File: src/hdl/stt_pkg.sv
// Shared types, token codes, character constants and lookup functions of the tokenizer.
package stt_pkg;

   // Keyword prefix storage: bytes held per word, byte i at bits 8i.
   localparam int KEYWORD_LEN  = 5;
   localparam int PREFIX_W     = 8 * KEYWORD_LEN;
   localparam int KW_W         = 40;               // widest keyword is five bytes
   localparam int NUM_KW       = 8;
   localparam int WORD_CNT_W   = 3;
   localparam logic [WORD_CNT_W-1:0] WORD_CNT_MAX = 3'd7;

   // Result queue sizing.
   localparam int MAX_RESULTS  = 3;
   localparam int RES_IDX_W    = $clog2(MAX_RESULTS + 1);
   localparam int FIFO_DEPTH   = 8;
   localparam int FIFO_PTR_W   = $clog2(FIFO_DEPTH);
   localparam int FIFO_CNT_W   = $clog2(FIFO_DEPTH + 1);

   // Token codes.
   localparam logic [5:0] TOK_NUMBER  = 6'd0;
   localparam logic [5:0] TOK_WORD    = 6'd1;
   localparam logic [5:0] TOK_TEXT    = 6'd2;
   localparam logic [5:0] TOK_KW_BASE = 6'd3;
   localparam logic [5:0] TOK_PLUS    = 6'd11;
   localparam logic [5:0] TOK_MINUS   = 6'd12;
   localparam logic [5:0] TOK_STAR    = 6'd13;
   localparam logic [5:0] TOK_SLASH   = 6'd14;
   localparam logic [5:0] TOK_LPAREN  = 6'd15;
   localparam logic [5:0] TOK_RPAREN  = 6'd16;
   localparam logic [5:0] TOK_LBRACK  = 6'd17;
   localparam logic [5:0] TOK_RBRACK  = 6'd18;
   localparam logic [5:0] TOK_LBRACE  = 6'd19;
   localparam logic [5:0] TOK_RBRACE  = 6'd20;
   localparam logic [5:0] TOK_ASSIGN  = 6'd21;
   localparam logic [5:0] TOK_LT      = 6'd22;
   localparam logic [5:0] TOK_GT      = 6'd23;
   localparam logic [5:0] TOK_COMMA   = 6'd24;
   localparam logic [5:0] TOK_NOT     = 6'd25;
   localparam logic [5:0] TOK_AMP     = 6'd26;
   localparam logic [5:0] TOK_BAR     = 6'd27;
   localparam logic [5:0] TOK_EQ      = 6'd28;
   localparam logic [5:0] TOK_NE      = 6'd29;
   localparam logic [5:0] TOK_LE      = 6'd30;
   localparam logic [5:0] TOK_GE      = 6'd31;
   localparam logic [5:0] TOK_LAND    = 6'd32;
   localparam logic [5:0] TOK_LOR     = 6'd33;
   localparam logic [5:0] TOK_SEMI    = 6'd34;
   localparam logic [5:0] OP_NONE     = 6'd63;   // no operator matches

   // Characters.
   localparam logic [7:0] CH_LF     = 8'h0A;
   localparam logic [7:0] CH_CR     = 8'h0D;
   localparam logic [7:0] CH_TAB    = 8'h09;
   localparam logic [7:0] CH_BSLASH = "\\";
   localparam logic [7:0] CH_QUOTE  = "\"";
   localparam logic [7:0] CH_SLASH  = "/";
   localparam logic [7:0] CH_STAR   = "*";
   localparam logic [7:0] CH_UNDER  = "_";
   localparam logic [7:0] CH_DOLLAR = "$";
   localparam logic [7:0] CH_LOW_N  = "n";
   localparam logic [7:0] CH_LOW_T  = "t";
   localparam logic [7:0] CH_EQUAL  = "=";
   localparam logic [7:0] CH_BANG   = "!";
   localparam logic [7:0] CH_LESS   = "<";
   localparam logic [7:0] CH_MORE   = ">";
   localparam logic [7:0] CH_AMP    = "&";
   localparam logic [7:0] CH_BAR    = "|";

   // Keywords, written reversed so the first letter lands in the low byte.
   localparam logic [KW_W-1:0] KW_TEXT [NUM_KW] = '{
      KW_W'("tsaot"),   // toast
      KW_W'("fi"),      // if
      KW_W'("esle"),    // else
      KW_W'("knird"),   // drink
      KW_W'("pots"),    // stop
      KW_W'("txen"),    // next
      KW_W'("nuf"),     // fun
      KW_W'("rebos")    // sober
   };
   localparam logic [WORD_CNT_W-1:0] KW_LEN [NUM_KW] = '{
      3'd5, 3'd2, 3'd4, 3'd5, 3'd4, 3'd4, 3'd3, 3'd5
   };

   typedef struct packed {
      logic [7:0] in_char;
      logic       end_of_input;
   } req_payload_type;

   typedef struct packed {
      logic [5:0] token_type;
      logic       token_end;
      logic       has_char;
      logic [7:0] text_char;
      logic       comment_error;
      logic       last_of_run;
   } rsp_payload_type;

   function automatic logic is_digit(logic [7:0] c);
      return (c >= "0") && (c <= "9");
   endfunction

   function automatic logic is_alpha(logic [7:0] c);
      return ((c >= "a") && (c <= "z")) || ((c >= "A") && (c <= "Z"));
   endfunction

   // Operators that wait one byte for a possible second character.
   function automatic logic is_holdable(logic [7:0] c);
      return (c == CH_EQUAL) || (c == CH_BANG) || (c == CH_LESS) || (c == CH_MORE) ||
             (c == CH_AMP) || (c == CH_BAR) || (c == CH_SLASH);
   endfunction

   function automatic logic [5:0] single_op(logic [7:0] c);
      logic [5:0] op;
      op = OP_NONE;
      unique case (c)
         "+":     op = TOK_PLUS;
         "-":     op = TOK_MINUS;
         "*":     op = TOK_STAR;
         "/":     op = TOK_SLASH;
         "(":     op = TOK_LPAREN;
         ")":     op = TOK_RPAREN;
         "[":     op = TOK_LBRACK;
         "]":     op = TOK_RBRACK;
         "{":     op = TOK_LBRACE;
         "}":     op = TOK_RBRACE;
         "=":     op = TOK_ASSIGN;
         "<":     op = TOK_LT;
         ">":     op = TOK_GT;
         ",":     op = TOK_COMMA;
         "!":     op = TOK_NOT;
         "&":     op = TOK_AMP;
         "|":     op = TOK_BAR;
         ";":     op = TOK_SEMI;
         default: op = OP_NONE;
      endcase
      return op;
   endfunction

   function automatic logic [5:0] pair_op(logic [7:0] a, logic [7:0] b);
      logic [5:0] op;
      op = OP_NONE;
      if (b == CH_EQUAL) begin
         if (a == CH_EQUAL)     op = TOK_EQ;
         else if (a == CH_BANG) op = TOK_NE;
         else if (a == CH_LESS) op = TOK_LE;
         else if (a == CH_MORE) op = TOK_GE;
      end
      if ((a == CH_AMP) && (b == CH_AMP)) op = TOK_LAND;
      if ((a == CH_BAR) && (b == CH_BAR)) op = TOK_LOR;
      return op;
   endfunction

endpackage

File: src/hdl/stt_if.sv
// Valid/ready channel interfaces for source bytes and token results.
interface stt_req_if;
   import stt_pkg::*;
   logic            valid;
   logic            ready;
   req_payload_type payload;
   modport source (output valid, output payload, input ready);
   modport sink   (input valid, input payload, output ready);
endinterface

interface stt_rsp_if;
   import stt_pkg::*;
   logic            valid;
   logic            ready;
   rsp_payload_type payload;
   modport source (output valid, output payload, input ready);
   modport sink   (input valid, input payload, output ready);
endinterface

File: src/hdl/source_text_tokenizer_core.sv
// Byte-serial tokenizer with maximal-munch operators and a small result queue.
//
// Usage:
//  - req_if carries one source byte per transaction (in_char), or an end marker
//    (end_of_input) that flushes the pending token and returns to idle.
//  - rsp_if carries result transactions: streamed token bytes (has_char), token
//    completions (token_end with token_type), or a comment_error flag when the
//    source ends inside a block comment. last_of_run marks the final result
//    caused by one byte; a byte may cause no result at all.
//  - Each accepted byte is decoded in the cycle it is accepted; its results are
//    written into an 8-entry queue and the oldest is offered on rsp_if from the
//    next cycle on.
//  - Throughput: one byte per cycle while results drain as fast as they are
//    made. req_if.ready is high while the queue has room for three results,
//    though one byte makes at most two; a run of bytes that each yield two results
//    grows the queue by one a cycle, so the input then waits on the output port.
//  - When the receiver stalls, the queue holds results in order and req_if
//    keeps accepting until fewer than three entries are free.
//  - Reset (synchronous, active high) empties the queue and returns the scanner
//    to idle with no held operator and a cleared word prefix.
module source_text_tokenizer_core (
   input logic       clock,
   input logic       reset,
   stt_req_if.sink   req_if,
   stt_rsp_if.source rsp_if
);
   import stt_pkg::*;

   typedef enum logic [3:0] {
      M_IDLE, M_NUMBER, M_WORD, M_TEXT, M_ESC, M_OPER, M_LINE, M_BLOCK, M_STAR
   } mode_type;

   // Scanner state
   mode_type                mode_ff,   mode_in;
   logic [7:0]              held_ff,   held_in;
   logic [PREFIX_W-1:0]     prefix_ff, prefix_in;
   logic [WORD_CNT_W-1:0]   wcount_ff, wcount_in;

   // Result queue
   rsp_payload_type         fifo_ff [FIFO_DEPTH];
   logic [FIFO_PTR_W-1:0]   wr_ptr_ff, wr_ptr_in;
   logic [FIFO_PTR_W-1:0]   rd_ptr_ff, rd_ptr_in;
   logic [FIFO_CNT_W-1:0]   cnt_ff,    cnt_in;

   logic                    accept, pop;
   logic [7:0]              c;
   logic                    eoi;

   rsp_payload_type         res [MAX_RESULTS];
   logic [RES_IDX_W-1:0]    nres;

   // Outcome of starting a token with the current byte
   mode_type                st_mode;
   logic [7:0]              st_held;
   logic                    st_word;
   logic                    st_emit;
   rsp_payload_type         st_res;

   logic [5:0]              wtype;

   function automatic rsp_payload_type mk(logic [5:0] ttype, logic tend, logic has,
                                          logic [7:0] ch, logic err);
      rsp_payload_type r;
      r.token_type    = ttype;
      r.token_end     = tend;
      r.has_char      = has;
      r.text_char     = ch;
      r.comment_error = err;
      r.last_of_run   = 1'b0;
      return r;
   endfunction

   // OR the byte into the prefix slot selected by the word length
   function automatic logic [PREFIX_W-1:0] add_byte(logic [PREFIX_W-1:0] prefix,
                                                     logic [WORD_CNT_W-1:0] count,
                                                     logic [7:0] ch);
      logic [PREFIX_W-1:0] r;
      r = prefix;
      for (int i = 0; i < KEYWORD_LEN; i++) begin
         if (count == WORD_CNT_W'(i)) r[8*i +: 8] = r[8*i +: 8] | ch;
      end
      return r;
   endfunction

   function automatic logic [5:0] word_type(logic [PREFIX_W-1:0] prefix,
                                            logic [WORD_CNT_W-1:0] count);
      logic [5:0] t;
      logic       hit;
      t   = TOK_WORD;
      hit = 1'b0;
      for (int k = 0; k < NUM_KW; k++) begin
         if (!hit && (KW_LEN[k] == count) && (int'(KW_LEN[k]) <= KEYWORD_LEN) &&
             (prefix[KW_W-1:0] == KW_TEXT[k])) begin
            t   = TOK_KW_BASE + 6'(k);
            hit = 1'b1;
         end
      end
      return t;
   endfunction

   assign c      = req_if.payload.in_char;
   assign eoi    = req_if.payload.end_of_input;
   assign accept = req_if.valid && req_if.ready;
   assign pop    = rsp_if.valid && rsp_if.ready;

   // Room for a full burst of results from one byte
   assign req_if.ready   = (cnt_ff <= FIFO_CNT_W'(FIFO_DEPTH - MAX_RESULTS));
   assign rsp_if.valid   = (cnt_ff != '0);
   assign rsp_if.payload = fifo_ff[rd_ptr_ff];

   assign wtype = word_type(prefix_ff, wcount_ff);

   // Token start decode
   always_comb begin
      st_mode = M_IDLE;
      st_held = '0;
      st_word = 1'b0;
      st_emit = 1'b0;
      st_res  = mk(TOK_NUMBER, 1'b0, 1'b0, '0, 1'b0);
      if (is_digit(c)) begin
         st_mode = M_NUMBER;
         st_emit = 1'b1;
         st_res  = mk(TOK_NUMBER, 1'b0, 1'b1, c, 1'b0);
      end else if (is_alpha(c)) begin
         st_mode = M_WORD;
         st_word = 1'b1;
         st_emit = 1'b1;
         st_res  = mk(TOK_NUMBER, 1'b0, 1'b1, c, 1'b0);
      end else if (c == CH_QUOTE) begin
         st_mode = M_TEXT;
      end else if (is_holdable(c)) begin
         st_mode = M_OPER;
         st_held = c;
      end else if (single_op(c) != OP_NONE) begin
         st_emit = 1'b1;
         st_res  = mk(single_op(c), 1'b1, 1'b0, '0, 1'b0);
      end
   end

   // Scanner: next state and the results of this byte
   always_comb begin
      logic       do_start;
      logic [5:0] op;
      mode_in   = mode_ff;
      held_in   = held_ff;
      prefix_in = prefix_ff;
      wcount_in = wcount_ff;
      do_start  = 1'b0;
      op        = OP_NONE;
      nres      = '0;
      for (int k = 0; k < MAX_RESULTS; k++) res[k] = mk(TOK_NUMBER, 1'b0, 1'b0, '0, 1'b0);

      if (eoi) begin
         // flush whatever token is open
         unique case (mode_ff)
            M_NUMBER: begin
               res[nres] = mk(TOK_NUMBER, 1'b1, 1'b0, '0, 1'b0);
               nres      = nres + 1'b1;
            end
            M_WORD: begin
               res[nres] = mk(wtype, 1'b1, 1'b0, '0, 1'b0);
               nres      = nres + 1'b1;
            end
            M_ESC: begin
               res[nres] = mk(TOK_NUMBER, 1'b0, 1'b1, CH_BSLASH, 1'b0);
               nres      = nres + 1'b1;
               res[nres] = mk(TOK_TEXT, 1'b1, 1'b0, '0, 1'b0);
               nres      = nres + 1'b1;
            end
            M_TEXT: begin
               res[nres] = mk(TOK_TEXT, 1'b1, 1'b0, '0, 1'b0);
               nres      = nres + 1'b1;
            end
            M_OPER: begin
               op = single_op(held_ff);
               if (op != OP_NONE) begin
                  res[nres] = mk(op, 1'b1, 1'b0, '0, 1'b0);
                  nres      = nres + 1'b1;
               end
            end
            M_BLOCK, M_STAR: begin
               res[nres] = mk(TOK_NUMBER, 1'b0, 1'b0, '0, 1'b1);
               nres      = nres + 1'b1;
            end
            default: ;
         endcase
         mode_in = M_IDLE;
         held_in = '0;
      end else begin
         unique case (mode_ff)
            M_NUMBER: begin
               if (is_digit(c)) begin
                  res[nres] = mk(TOK_NUMBER, 1'b0, 1'b1, c, 1'b0);
                  nres      = nres + 1'b1;
               end else begin
                  res[nres] = mk(TOK_NUMBER, 1'b1, 1'b0, '0, 1'b0);
                  nres      = nres + 1'b1;
                  do_start  = 1'b1;
               end
            end
            M_WORD: begin
               if (is_digit(c) || is_alpha(c) || (c == CH_UNDER) || (c == CH_DOLLAR)) begin
                  prefix_in = add_byte(prefix_ff, wcount_ff, c);
                  if (wcount_ff != WORD_CNT_MAX) wcount_in = wcount_ff + 1'b1;
                  res[nres] = mk(TOK_NUMBER, 1'b0, 1'b1, c, 1'b0);
                  nres      = nres + 1'b1;
               end else begin
                  res[nres] = mk(wtype, 1'b1, 1'b0, '0, 1'b0);
                  nres      = nres + 1'b1;
                  do_start  = 1'b1;
               end
            end
            M_TEXT: begin
               if (c == CH_BSLASH) begin
                  mode_in = M_ESC;
               end else if (c == CH_QUOTE) begin
                  res[nres] = mk(TOK_TEXT, 1'b1, 1'b0, '0, 1'b0);
                  nres      = nres + 1'b1;
                  mode_in   = M_IDLE;
               end else begin
                  res[nres] = mk(TOK_NUMBER, 1'b0, 1'b1, c, 1'b0);
                  nres      = nres + 1'b1;
               end
            end
            M_ESC: begin
               if (c == CH_QUOTE) begin
                  res[nres] = mk(TOK_NUMBER, 1'b0, 1'b1, CH_QUOTE, 1'b0);
                  nres      = nres + 1'b1;
               end else if (c == CH_LOW_N) begin
                  res[nres] = mk(TOK_NUMBER, 1'b0, 1'b1, CH_LF, 1'b0);
                  nres      = nres + 1'b1;
               end else if (c == CH_LOW_T) begin
                  res[nres] = mk(TOK_NUMBER, 1'b0, 1'b1, CH_TAB, 1'b0);
                  nres      = nres + 1'b1;
               end else begin
                  // unknown escape: keep both bytes
                  res[nres] = mk(TOK_NUMBER, 1'b0, 1'b1, CH_BSLASH, 1'b0);
                  nres      = nres + 1'b1;
                  res[nres] = mk(TOK_NUMBER, 1'b0, 1'b1, c, 1'b0);
                  nres      = nres + 1'b1;
               end
               mode_in = M_TEXT;
            end
            M_OPER: begin
               if ((held_ff == CH_SLASH) && (c == CH_SLASH)) begin
                  mode_in = M_LINE;
                  held_in = '0;
               end else if ((held_ff == CH_SLASH) && (c == CH_STAR)) begin
                  mode_in = M_BLOCK;
                  held_in = '0;
               end else if (pair_op(held_ff, c) != OP_NONE) begin
                  res[nres] = mk(pair_op(held_ff, c), 1'b1, 1'b0, '0, 1'b0);
                  nres      = nres + 1'b1;
                  mode_in   = M_IDLE;
                  held_in   = '0;
               end else begin
                  op = single_op(held_ff);
                  if (op != OP_NONE) begin
                     res[nres] = mk(op, 1'b1, 1'b0, '0, 1'b0);
                     nres      = nres + 1'b1;
                  end
                  do_start = 1'b1;
               end
            end
            M_LINE: begin
               if ((c == CH_LF) || (c == CH_CR)) mode_in = M_IDLE;
            end
            M_BLOCK: begin
               if (c == CH_STAR) mode_in = M_STAR;
            end
            M_STAR: begin
               if (c == CH_SLASH)     mode_in = M_IDLE;
               else if (c != CH_STAR) mode_in = M_BLOCK;
            end
            default: begin
               do_start = 1'b1;
            end
         endcase

         if (do_start) begin
            mode_in = st_mode;
            held_in = st_held;
            if (st_word) begin
               prefix_in = add_byte('0, '0, c);
               wcount_in = WORD_CNT_W'(1);
            end
            if (st_emit) begin
               res[nres] = st_res;
               nres      = nres + 1'b1;
            end
         end
      end

      if (nres != '0) res[nres - 1'b1].last_of_run = 1'b1;
   end

   // Queue bookkeeping
   always_comb begin
      wr_ptr_in = wr_ptr_ff;
      rd_ptr_in = rd_ptr_ff;
      cnt_in    = cnt_ff;
      if (accept) begin
         wr_ptr_in = wr_ptr_ff + FIFO_PTR_W'(nres);
         cnt_in    = cnt_in + FIFO_CNT_W'(nres);
      end
      if (pop) begin
         rd_ptr_in = rd_ptr_ff + 1'b1;
         cnt_in    = cnt_in - 1'b1;
      end
   end

   always_ff @(posedge clock) begin
      if (reset) begin
         mode_ff   <= M_IDLE;
         held_ff   <= '0;
         prefix_ff <= '0;
         wcount_ff <= '0;
         wr_ptr_ff <= '0;
         rd_ptr_ff <= '0;
         cnt_ff    <= '0;
      end else begin
         if (accept) begin
            mode_ff   <= mode_in;
            held_ff   <= held_in;
            prefix_ff <= prefix_in;
            wcount_ff <= wcount_in;
         end
         wr_ptr_ff <= wr_ptr_in;
         rd_ptr_ff <= rd_ptr_in;
         cnt_ff    <= cnt_in;
      end
   end

   // Queue storage: results of one byte land in consecutive slots
   always_ff @(posedge clock) begin
      for (int k = 0; k < MAX_RESULTS; k++) begin
         if (accept && (RES_IDX_W'(k) < nres)) begin
            fifo_ff[wr_ptr_ff + FIFO_PTR_W'(k)] <= res[k];
         end
      end
   end

   // Checks
   a_cnt_bound: assert property (@(posedge clock) disable iff (reset)
      cnt_ff <= FIFO_CNT_W'(FIFO_DEPTH))
      else $error("result queue overflow");

   a_held_mode: assert property (@(posedge clock) disable iff (reset)
      (mode_ff == M_OPER) == (held_ff != '0))
      else $error("held operator out of step with scan mode");

   a_flush_idle: assert property (@(posedge clock) disable iff (reset)
      (accept && eoi) |=> (mode_ff == M_IDLE) && (held_ff == '0))
      else $error("end of input did not return scanner to idle");

endmodule
File: src/flat_wrapper.sv
// flat-port wrapper written by rule: the top's interface ports become plain ports
module source_text_tokenizer_core_flat import stt_pkg::*;
  (clock, reset, req_if_valid, req_if_payload, req_if_ready, rsp_if_valid, rsp_if_payload, rsp_if_ready);
  stt_req_if req_if_i ();
  stt_rsp_if rsp_if_i ();
  input logic clock;
  input logic reset;
  input wire logic [$bits(req_if_i.valid)-1:0] req_if_valid;
  input wire logic [$bits(req_if_i.payload)-1:0] req_if_payload;
  output wire logic [$bits(req_if_i.ready)-1:0] req_if_ready;
  output wire logic [$bits(rsp_if_i.valid)-1:0] rsp_if_valid;
  output wire logic [$bits(rsp_if_i.payload)-1:0] rsp_if_payload;
  input wire logic [$bits(rsp_if_i.ready)-1:0] rsp_if_ready;
  assign req_if_i.valid = req_if_valid;
  assign req_if_i.payload = req_if_payload;
  assign req_if_ready = req_if_i.ready;
  assign rsp_if_valid = rsp_if_i.valid;
  assign rsp_if_payload = rsp_if_i.payload;
  assign rsp_if_i.ready = rsp_if_ready;
  source_text_tokenizer_core u_core (.clock(clock), .reset(reset), .req_if(req_if_i), .rsp_if(rsp_if_i));
endmodule
File: config.mk
export PLATFORM = sky130hd
export DESIGN_NAME = source_text_tokenizer_core_flat
export DESIGN_NICKNAME = d
export VERILOG_FILES = /design/src/hdl/stt_pkg.sv /design/src/hdl/stt_if.sv /design/src/hdl/source_text_tokenizer_core.sv /design/src/flat_wrapper.sv
export SDC_FILE = /design/constraint.sdc
export NUM_CORES = 1
export LEC_CHECK = 0
export BUFFER_PORTS_ARGS = -buffer_cell sky130_fd_sc_hd__clkbuf_2
export CAP_MARGIN = 20
export CELL_PAD_IN_SITES_DETAIL_PLACEMENT = 1
export CELL_PAD_IN_SITES_GLOBAL_PLACEMENT = 2
export CORE_ASPECT_RATIO = 0.5
export CORE_MARGIN = 4
export CORE_UTILIZATION = 42
export CTS_CLUSTER_SIZE = 24
export DETAILED_ROUTE_END_ITERATION = 10
export PLACE_DENSITY_LB_ADDON = 0.12
export SLEW_MARGIN = 10
export SYNTH_ARGS = -nofsm -noshare
export SYNTH_HDL_FRONTEND = slang
export SYNTH_SLANG_ARGS = --single-unit
export TNS_END_PERCENT = 10
File: constraint.sdc
create_clock -name clock -period 6.3 [get_ports clock]
set_clock_uncertainty 0.15 [all_clocks]
set_input_delay 0.315 -clock clock [delete_from_list [all_inputs] [get_ports clock]]
set_output_delay 0.315 -clock clock [all_outputs]
set_load 0.01 [all_outputs]
==> results.md <==
* Area delta synth->final at 9.29%
* Area of the mapped netlist at 12,900 um2
* Hold slack at 0.183 ns
* FF+latch area at 5690 um2
* Setup TNS at 0 ns
* Fraction of layout cells with a size suffix above 1 at 15.8%
* Max clock buf depth at 3
* Total CTS buffers at 21
* DP HPWL at 31,000 um
* # clock sinks at 212
* Count leader, synth: nor2_1
* Synthesized instance count at 1,309
* Syn_nets at 1,337
* Area contributors post-synth: edfxtp_1 (34%), dfxtp_1 (11%), mux4_2 (6.3%), nor2_1 (4.4%), nand2_1 (3.8%)
* DR iter-0 viols at 906
* I/O pins at 33
* Largest net degree at the start of global routing at 40
* Min Clock Period, post-route at 5.36 ns
* DR vias at 10,700
* Vias per std cell at 6.25
* Hold_buf cts at 1
* Final Cell Area at 14,100 um2
* Max-cap violations at 0
* Final Max Slew Viols at 0
* Post-DRT Antenna Nets at 0
* List of most frequent post-synthesis cells: nor2_1 (150), edfxtp_1 (144), nand2_1 (132), a21oi_1 (94), o21ai_0 (94)
* Clock latency on the worst-skew pair at 0.52 ns
* Max FO, Critical Path at 20
* Critical path class: reg2reg
* DIE WIDTH at 256 um
* Initial antenna violation count at 0
* CP required at 6.54 ns
* Status: completed
* Die area at 33,700 um2
* GR Overflow Total at 0
* CTS tree: built
* Syn_area_per_cell at 9.84 um2
* Worst VDD drop at 0.000140 V
* Antenna cells at 0
* Final hold vios at 0
* Root Buffer: clkbuf_16
* Post-DP Area at 13,400 um2
* DRC at 0
* First-pass GRT wire length at 67,000 um
* Post-synth ARST share at 0%
* Final setup fails at 0
* Tcrit/Tclk final at 85.1%
* Max Clock Freq at 186 MHz
* Site row count at 44
* Cells on Worst Hold Path at 3
* Vias in the first global route at 10,900
* Core box area at 29,600 um2
* RSZ-0062 raised after global routing: false
* Fillers at 3,332
* Starting Density at 43.5%
* Drt first pass iters at 5
* Main flop type after synthesis: edfxtp_1
* PD cells at 254 nW/um2
* Die height at 132 um
* Crit start category: flip-flop
* # Post-CTS Setup Buffers at 0
* Nets@finish at 1,334
* WL final at 43,300 um
* Multi-input gate area at 6790 um2
* P_leak at 4.84 nW
* Max-slew headroom at 26.1%
* Element type at the critical path end: flip-flop
* Crit path arrival time at 5.60 ns
* All-layer global routing usage at 25.2%
* Hold Path Class: in2reg
* # H-tree levels at 1
* Clk slew on worst S/H paths at 0.07 ns
* Synth area leader: edfxtp_1
* Post-synth top area share at 33.6%
* Reg2reg path depth at 17
* FF+latch count, synth at 212
* Number of synthesized flops with an enable pin at 144
* Buffers on Ports at 32
* Avg WL per Cell at 25.3 um
* Register area share after synthesis at 44.1%
* Tightest Pin Transition at 1.11 ns
* Post-cts sizing count at 0
* Distinct cells, synth at 94
* YS warnings at 0
* RePlAce Congestion at 0.906
==> registers in the layout, indices dropped and copies added, names as in the netlist, named ones only <==
name              flops
u_core.prefix_ff     40
u_core.held_ff        8
u_core.cnt_ff         4
u_core.wcount_ff      3
u_core.rd_ptr_ff      3
u_core.wr_ptr_ff      3
u_core.fifo_ff      144
u_core.mode_ff        4
==> power by group <==
part | internal [W] | total [W] | switching [W]
clock | 0.000634 | 0.00117 | 0.000533
combinational | 0.000362 | 0.000834 | 0.000472
sequential | 0.00153 | 0.00158 | 0.0000477
==> critical path: stages, from the launching register on <==
cell,delay [ns]
dfxtp_1,0.53
or4b_1,0.53
nor4_1,0.48
a21oi_1,0.28
and3_1,0.23
or2_1,0.49
and4_4,0.36
nor3_4,0.39
inv_1,0.19
ha_1,0.24
inv_1,0.08
fa_1,0.39
o21ai_0,0.31
inv_1,0.08
ha_1,0.28
nor2_1,0.05
a21oi_1,0.12
nor2_1,0.05
==> final cells by class <==
| type | instances | share of cell area (%) |
|---|---|---|
| clock inverters | 5 | 0.204 |
| inverters | 17 | 0.453 |
| repair buffers | 65 | 3.10 |
| clock buffers | 31 | 4.10 |
| flip-flops and latches | 212 | 40.4 |
| well taps | 391 | 3.48 |
| multi-input cells | 989 | 48.3 |
==> logic make-up (layout without fill, tap and decap cells) <==
family	count (synthesis)	after routing	share of synthesized area, %
and+or+nand+nor	540	540	21.7
muxes	104	104	12.1
DFF	212	212	44.1
buffers and inverters	108	118	3.41
adders and majority gates	15	15	1.57
AOI/OAI and AO/OA	314	314	16.0
xor gates and xnor gates	16	16	1.09
==> routing by layer <==
layer | up-vias | track usage (%) | wire length [um]
met4 | 0 | 5.66 | 1030
met5 | - | 0 | 0
met2 | 299 | 41.1 | 19900
met3 | 70 | 3.59 | 2320
met1 | 5403 | 36.1 | 20100
li1 | 4909 | - | -
==> metrics by stage <==
step	std cells	power [W]	setup WS, ns	utilization, %
finish	1710	0.00358	0.936	47.5
global route	1710	0.00375	0.617	47.5
CTS	1708	0.00361	1.03	47.4
detailed placement	1671	0.00245	1.00	45.4
global placement	1667	0.00242	1.11	45.2
floorplan	1309	0.00219	0.962	-
==> final timing paths <==
kind                                           start              endpoint  slack [ns]
worst min-delay path               req_if_payload[5]   u_core.prefix_ff[4]        0.18
worst min register to register  u_core.prefix_ff[15]  u_core.prefix_ff[15]        0.32
worst max-delay path               u_core.held_ff[5]      u_core.cnt_ff[1]        0.94
worst max register to register     u_core.held_ff[5]      u_core.cnt_ff[1]        0.94
==> placed cells by master, fill, tap and decap left out, types with 9 or more instances in the layout <==
cell	n
a21oi_1	94
a22oi_1	20
a31oi_1	16
and2_1	18
and3_1	16
buf_4	26
clkbuf_16	21
clkbuf_2	32
dfxtp_1	66
edfxtp_1	144
ha_1	13
inv_1	17
mux2_2	27
mux2i_1	37
mux4_2	36
nand2_1	132
nand2b_1	24
nand3_1	36
nand4_1	15
nand4b_1	9
nor2_1	150
nor2b_1	20
nor3_1	29
nor4_1	15
o21ai_0	88
xnor2_1	10
(Power assumes the default switching activity.)
